`src/rtl/lsd_pkg.sv`:
```
// ----------------------------------------------------------------------------
// lsd_pkg
// Shared widths, register indexes and the beat structures that pass along the
// cell chain of the LBA stream detector.
// ----------------------------------------------------------------------------
package lsd_pkg;

	localparam int ENTRIES   = 16;
	localparam int IDX_W     = (ENTRIES > 1) ? $clog2(ENTRIES) : 1;
	localparam int LBA_W     = 48;
	localparam int WIN_W     = 24;
	localparam int TTL_W     = 16;
	localparam int LBL_W     = 32;
	localparam int CFG_IDX_W = 8;
	localparam int CFG_DAT_W = 24;

	localparam logic [WIN_W-1:0] WINDOW_RESET = WIN_W'(1000);
	localparam logic [TTL_W-1:0] TTL_RESET    = TTL_W'(32);

	typedef enum logic [CFG_IDX_W-1:0] {
		CFG_LBA_WINDOW = CFG_IDX_W'(0),
		CFG_TTL_RELOAD = CFG_IDX_W'(1)
	} cfg_reg_t;

	// search token handed from cell to cell
	typedef struct packed {
		logic             found;
		logic             has_free;
		logic [IDX_W-1:0] hit_idx;
		logic [IDX_W-1:0] slot_idx;
		logic [LBA_W-1:0] best_lba;
		logic [LBL_W-1:0] best_label;
	} tok_t;

	// table update broadcast to every cell
	typedef struct packed {
		logic             en;
		logic             found;
		logic             has_free;
		logic [IDX_W-1:0] hit_idx;
		logic [IDX_W-1:0] slot_idx;
		logic [LBA_W-1:0] lba;
		logic [TTL_W-1:0] ttl;
		logic [LBL_W-1:0] label;
	} cmt_t;

endpackage

```
`src/rtl/lsd_cell.sv`:
```
// ----------------------------------------------------------------------------
// lsd_cell
// One stream table entry. Compares the searched LBA against its own entry,
// refines the search token from its left neighbour and registers it for the
// right neighbour; applies the match, insert and ageing update on commit.
// ----------------------------------------------------------------------------
module lsd_cell (
	input  logic                       clk,
	input  logic                       arst_n,
	input  logic [lsd_pkg::IDX_W-1:0]  cell_idx,
	input  logic [lsd_pkg::LBA_W-1:0]  lba_in,
	input  logic [lsd_pkg::WIN_W-1:0]  window,
	input  lsd_pkg::tok_t              tok_in,
	output lsd_pkg::tok_t              tok_out,
	input  lsd_pkg::cmt_t              cmt
);
	import lsd_pkg::*;

	logic             valid_q;
	logic [LBA_W-1:0] lba_q;
	logic [TTL_W-1:0] ttl_q;
	logic [LBL_W-1:0] label_q;
	tok_t             tok_q;

	logic [LBA_W-1:0] span;
	logic             match;
	tok_t             tok_nxt;

	assign span  = (lba_in > lba_q) ? (lba_in - lba_q) : (lba_q - lba_in);
	assign match = valid_q && (span <= {{(LBA_W-WIN_W){1'b0}}, window});

	always_comb begin
		tok_nxt = tok_in;
		if (match && (!tok_in.found || lba_q < tok_in.best_lba)) begin
			tok_nxt.found      = 1'b1;
			tok_nxt.hit_idx    = cell_idx;
			tok_nxt.best_lba   = lba_q;
			tok_nxt.best_label = label_q;
		end
		if (!valid_q && !tok_in.has_free) begin
			tok_nxt.has_free = 1'b1;
			tok_nxt.slot_idx = cell_idx;
		end
	end

	always_ff @(posedge clk) begin
		tok_q <= tok_nxt;
	end

	assign tok_out = tok_q;

	always_ff @(posedge clk or negedge arst_n) begin
		if (!arst_n) begin
			valid_q <= 1'b0;
		end else if (cmt.en) begin
			if (cmt.found) begin
				if (cmt.hit_idx == cell_idx) begin
					lba_q <= cmt.lba;
					ttl_q <= cmt.ttl;
				end else if (valid_q && lba_q == cmt.lba) begin
					valid_q <= 1'b0;
				end
			end else if (cmt.has_free && cmt.slot_idx == cell_idx) begin
				valid_q <= 1'b1;
				lba_q   <= cmt.lba;
				ttl_q   <= cmt.ttl;
				label_q <= cmt.label;
			end else if (valid_q) begin
				if (ttl_q <= TTL_W'(1)) begin
					valid_q <= 1'b0;
				end else begin
					ttl_q <= ttl_q - TTL_W'(1);
				end
			end
		end
	end

endmodule

```
`config.mk`:
```
export PLATFORM = sky130hd
export DESIGN_NAME = lsd_cell
export DESIGN_NICKNAME = d
export VERILOG_FILES = /design/src/rtl/lsd_pkg.sv /design/src/rtl/lsd_cell.sv
export SDC_FILE = /design/constraint.sdc
export NUM_CORES = 1
export LEC_CHECK = 0
export BUFFER_PORTS_ARGS = -buffer_cell sky130_fd_sc_hd__buf_2
export CAP_MARGIN = 20
export CORE_ASPECT_RATIO = 0.75
export CORE_MARGIN = 2
export CORE_UTILIZATION = 39
export DETAILED_ROUTE_END_ITERATION = 8
export GPL_ROUTABILITY_DRIVEN = 1
export SYNTH_ARGS = -nofsm -noshare
export SYNTH_HDL_FRONTEND = slang
export SYNTH_SLANG_ARGS = --single-unit
```
`constraint.sdc`:
```
create_clock -name clk -period 6.4 [get_ports clk]
set_input_delay 0.96 -clock clk [delete_from_list [all_inputs] [get_ports clk]]
set_output_delay 0.96 -clock clk [all_outputs]
set_load 0.01 [all_outputs]
```
# Word-level counts from Yosys, hierarchy flattened
# Index checks and enable logic that the tools add are counted.
# totals
regBits	187
in_bits	275
out_inout_bits	90
word_cells	58
# classes
add_sub_neg	3
n_lt_le_gt_ge	4
n_eq_ne	7
mux	18
bitwise_logic	1
n_reduce_logical	15
# ops
op	n
$mux 48	4
$sub 48x48->48	2
$mux 16	5
$mux 80	1
$eq 48x48->1	1
$gt 48x48->1	1
$le 48x24->1	1
$lt 48x48->1	1
$le 16x1->1 const B	1
$sub 16x1->16 const B	1
$eq 4x4->1	2
$mux 4	2
$reduce_and 4->1	2
$mux 1	6
$logic_and 1x1->1	5
$reduce_and 5->1	1
$ne 2x1->1 const B	2
$logic_not 1->1	3
$ne 3x3->1 const B	1
$reduce_and 3->1	1
$reduce_bool 3->1	1
$ne 2x2->1 const B	1
$reduce_bool 2->1	1
$logic_or 1x1->1	1
$not 1->1	1

# Longest topological paths before layout
# logic_depth
word_depth	6
depth_mapped	30
ltp_nobuf	26

# Worst setup path before layout
# OpenSTA, ideal clock, no wires.
# synth_timing
path_kind	input -> register
start	in lba_in[23] in the netlist's numbering
end	reg tok_q, in the netlist tok_out[20]
setup_time_ns	0.121
t_arrival_ns	6.213
t_required_ns	6.279
slack_ns	0.066
stages	27
n_path_buf	6
cell_sequence	inv_1 -> ha_1 -> buf_2 -> nand2_1 -> o21ai_0 -> a22oi_1 -> a221oi_2 -> a311o_1 -> buf_2 -> buf_1 -> buf_1 -> mux2_2 -> ha_1 -> nor2b_1 -> o21a_1 -> o21a_1 -> o21ai_0 -> o211ai_1 -> a21oi_1 -> a21oi_1 -> nor3_1 -> nand4_1 -> nor4_4 -> nand4_1 -> buf_2 -> buf_6 -> mux2_4
# synth_lines
element	line_no	text
start: declaration	lsd_cell.sv:11	input logic [lsd_pkg::LBA_W-1:0] lba_in,
end signal: assignment	lsd_cell.sv:47	tok_q <= tok_nxt;
end: declaration	lsd_cell.sv:23	tok_t tok_q;

==> run metrics <==
status completed; Synth area leader edfxtp_1; placed cell count 2,662; register-to-register setup slack 370 ps; HP Class in2async; Final min period 6070 ps; crit end category flip-flop; clock root buffer clkbuf_16; post-DR vias/cell 5.48; Cell Area, Synth 14,800 µm²; clock buffer depth 2; Slew Viols, Final 0; slowest stage delay, CP 470 ps; CP startpoint kind input port; reg2reg start lba_q[45]$_DFFE_PP_; Non-Filler Instances 2,704; WHS 300 ps; # rows 61; Inserted Clock Buffers 17; CTS Sinks 187; maximum VDD drop 151 µV; largest net degree at the start of global routing 50; DRT Wirelength 60.6 mm; Top Ports 365; antenna-violating nets left 0; FMAX 165 MHz; max cap viols 0; Syn. warnings 0; ys async rst share 0.00535; syn avg cell area 8.88 µm²; Setup CP Type in2reg; H-Tree Level Count 4; sequential share of the synthesized area 0.318; Layout Nets 2,625; Area Growth Syn to Fin 28.8%; first-pass iteration count of the detailed router 5; slowest CP cell a311o_2; I/O Buffers 364; vias in the first global route 14,774; Required @ worst endpoint 6740 ps; die area 39,600 µm²; Die H 173 µm; Initial Util 0.398; dominant synthesized flop cell edfxtp_1; HPWL Detailed 52.6 mm; CP Max Fanout 49; Slew @ Worst Pin 880 ps; gr ovfl total 0; ranking of synthesized cells by area edfxtp_1 (19%), ha_1 (14%), dfxtp_1 (12%); synth cell count leaders inv_1 (193), a21oi_1 (170), ha_1 (168), o21ai_0 (106), nor2_1 (98); FF-to-FF End tok_out[36]$_DFF_P_; FILL cells 3,696; slew margin rel. 0.412; worst reg-to-reg path cell count 25; Synth Net Count 2,115; initial antenna violation count 15; Critical Path AT 6410 ps; setup violators final 0; Final period util 0.949; Remaining DRCs 0; pwr dens 188 nW/µm²; GRT Util Overall 0.299; top-count cell post-synth inv_1; Leakage Power 9.34 nW; Post-synth EDFFs 96; Distinct cells, synth 74; Post-Syn Instances 1,670; wire per inst 22.4 µm; DR iter-0 viols 1,428; RD Place Congestion 0.987; CTS clk-pin slew, worst paths 80 ps; final hold viol count 0; via count 14,813; layout cells sized above 1 0.300; post-synth top area share 0.194; global-route wire length before repair 90.0 mm; clock skew 20.7 ps; Worst path most repeated cell a21oi_1; post-synthesis register bit count 187; DIE WIDTH 229 µm; CTS tree yes; Core Region 37,200 µm²; Clock Latency Late Sink 450 ps
==> placed cells by master, fill, tap and decap left out, drive strengths merged, types with 8 or more instances in the layout <==
| cell type | count |
|---|---|
| buf | 553 |
| inv | 199 |
| a21oi | 170 |
| ha | 168 |
| o21ai | 106 |
| nor2 | 99 |
| nand2 | 97 |
| edfxtp | 96 |
| dfxtp | 90 |
| xnor2 | 70 |
| nand4 | 64 |
| mux2i | 63 |
| mux2 | 44 |
| xor2 | 43 |
| a21o | 38 |
| nand3 | 23 |
| nor3 | 23 |
| and4 | 17 |
| clkbuf | 17 |
| nor4 | 17 |
| o21bai | 16 |
| o21a | 15 |
| nor2b | 12 |
| o211ai | 11 |
| nand2b | 10 |
| a21boi | 9 |
| a211oi | 9 |
| a31oi | 8 |
==> layer usage <==
metal	global-route usage	wire length (µm)	vias up
met2	0.458	26100	651
met3	0.0693	5490	56
li1	-	-	7015
met4	0.0482	612	8
met1	0.433	28300	7083
met5	0	46	-
==> worst max-delay path: cells and delay by family <==
family	cells	cell delay, ps
multiplexers	2	370
buffers and inverters	6	960
adder cells (fa/ha/maj)	2	550
XOR/XNOR	1	150
AO/OA/AOI/OAI	12	2400
AND/OR/NAND/NOR	4	880
==> repair_timing <==
item | CTS | global route
endpoints found under the setup margin | 0 | 84
endpoints found under the hold margin | 0 | 0
resized for setup | 0 | 8
hold buffers | 0 | 0
setup buffers | 0 | 3
==> registers in the layout (all words and copies together) (netlist names) <==
name,flops
label_q,32
lba_q,48
valid_q,1
tok_out,90
ttl_q,16
==> power by group <==
group / switching, mW / total, mW / internal, mW
registers: 0.0428 / 1.35 / 1.31
logic: 0.651 / 1.15 / 0.498
clock network: 0.553 / 1.08 / 0.528
total: 1.25 / 3.58 / 2.34
==> worst max-delay path by stage <==
| stage | start | end | slack [ps] | cells after the start |
|---|---|---|---|---|
| finish | lba_in[33] | tok_out[36]$_DFF_P_ | 330 | 27 |
| global route | lba_in[31] | tok_out[59]$_DFF_P_ | -20 | 28 |
| CTS | lba_in[35] | tok_out[36]$_DFF_P_ | 290 | 27 |
| detailed placement | lba_in[0] | tok_out[36]$_DFF_P_ | -170 | 28 |
| global placement | lba_in[23] | tok_out[36]$_DFF_P_ | -40 | 27 |
| floorplan | lba_in[23] | tok_out[20]$_DFF_P_ | 70 | 27 |
==> stage by stage <==
step | worst slack, ps | instance area, µm² | utilization | total power [mW] | setup TNS, ps
6_report | 328 | 19100 | 0.512 | 3.58 | 0
5_1_grt | -23.6 | 19100 | 0.512 | 3.75 | -163
4_1_cts | 288 | 19000 | 0.511 | 3.58 | 0
3_5_place_dp | -168 | 18400 | 0.495 | 2.50 | -9390
3_3_place_gp | -35.1 | 18400 | 0.495 | 2.49 | -466
2_1_floorplan | 66.0 | 14800 | - | 1.98 | 0
==> layout make-up <==
| cell class | count | area [µm²] | area share |
|---|---|---|---|
| diodes | 7 | 17.5 | 0.000918 |
| clock buffers | 17 | 425 | 0.0223 |
| clock inverters | 15 | 175 | 0.00918 |
| inverters | 193 | 724 | 0.0380 |
| multi-input cells | 1228 | 9130 | 0.478 |
| flip-flops and latches | 187 | 4710 | 0.247 |
| well taps | 504 | 631 | 0.0330 |
| repair buffers | 553 | 3280 | 0.172 |
==> logic make-up after synthesis <==
kind of cell | after synthesis | synth area share
AOI/OAI and AO/OA | 445 | 0.185
xor gates and xnor gates | 113 | 0.0668
adders and majority gates | 170 | 0.145
buffers and inverters | 255 | 0.0687
DFF | 187 | 0.318
muxes | 107 | 0.0793
and+or+nand+nor | 393 | 0.138
Power figures use the tool's default switching activity.
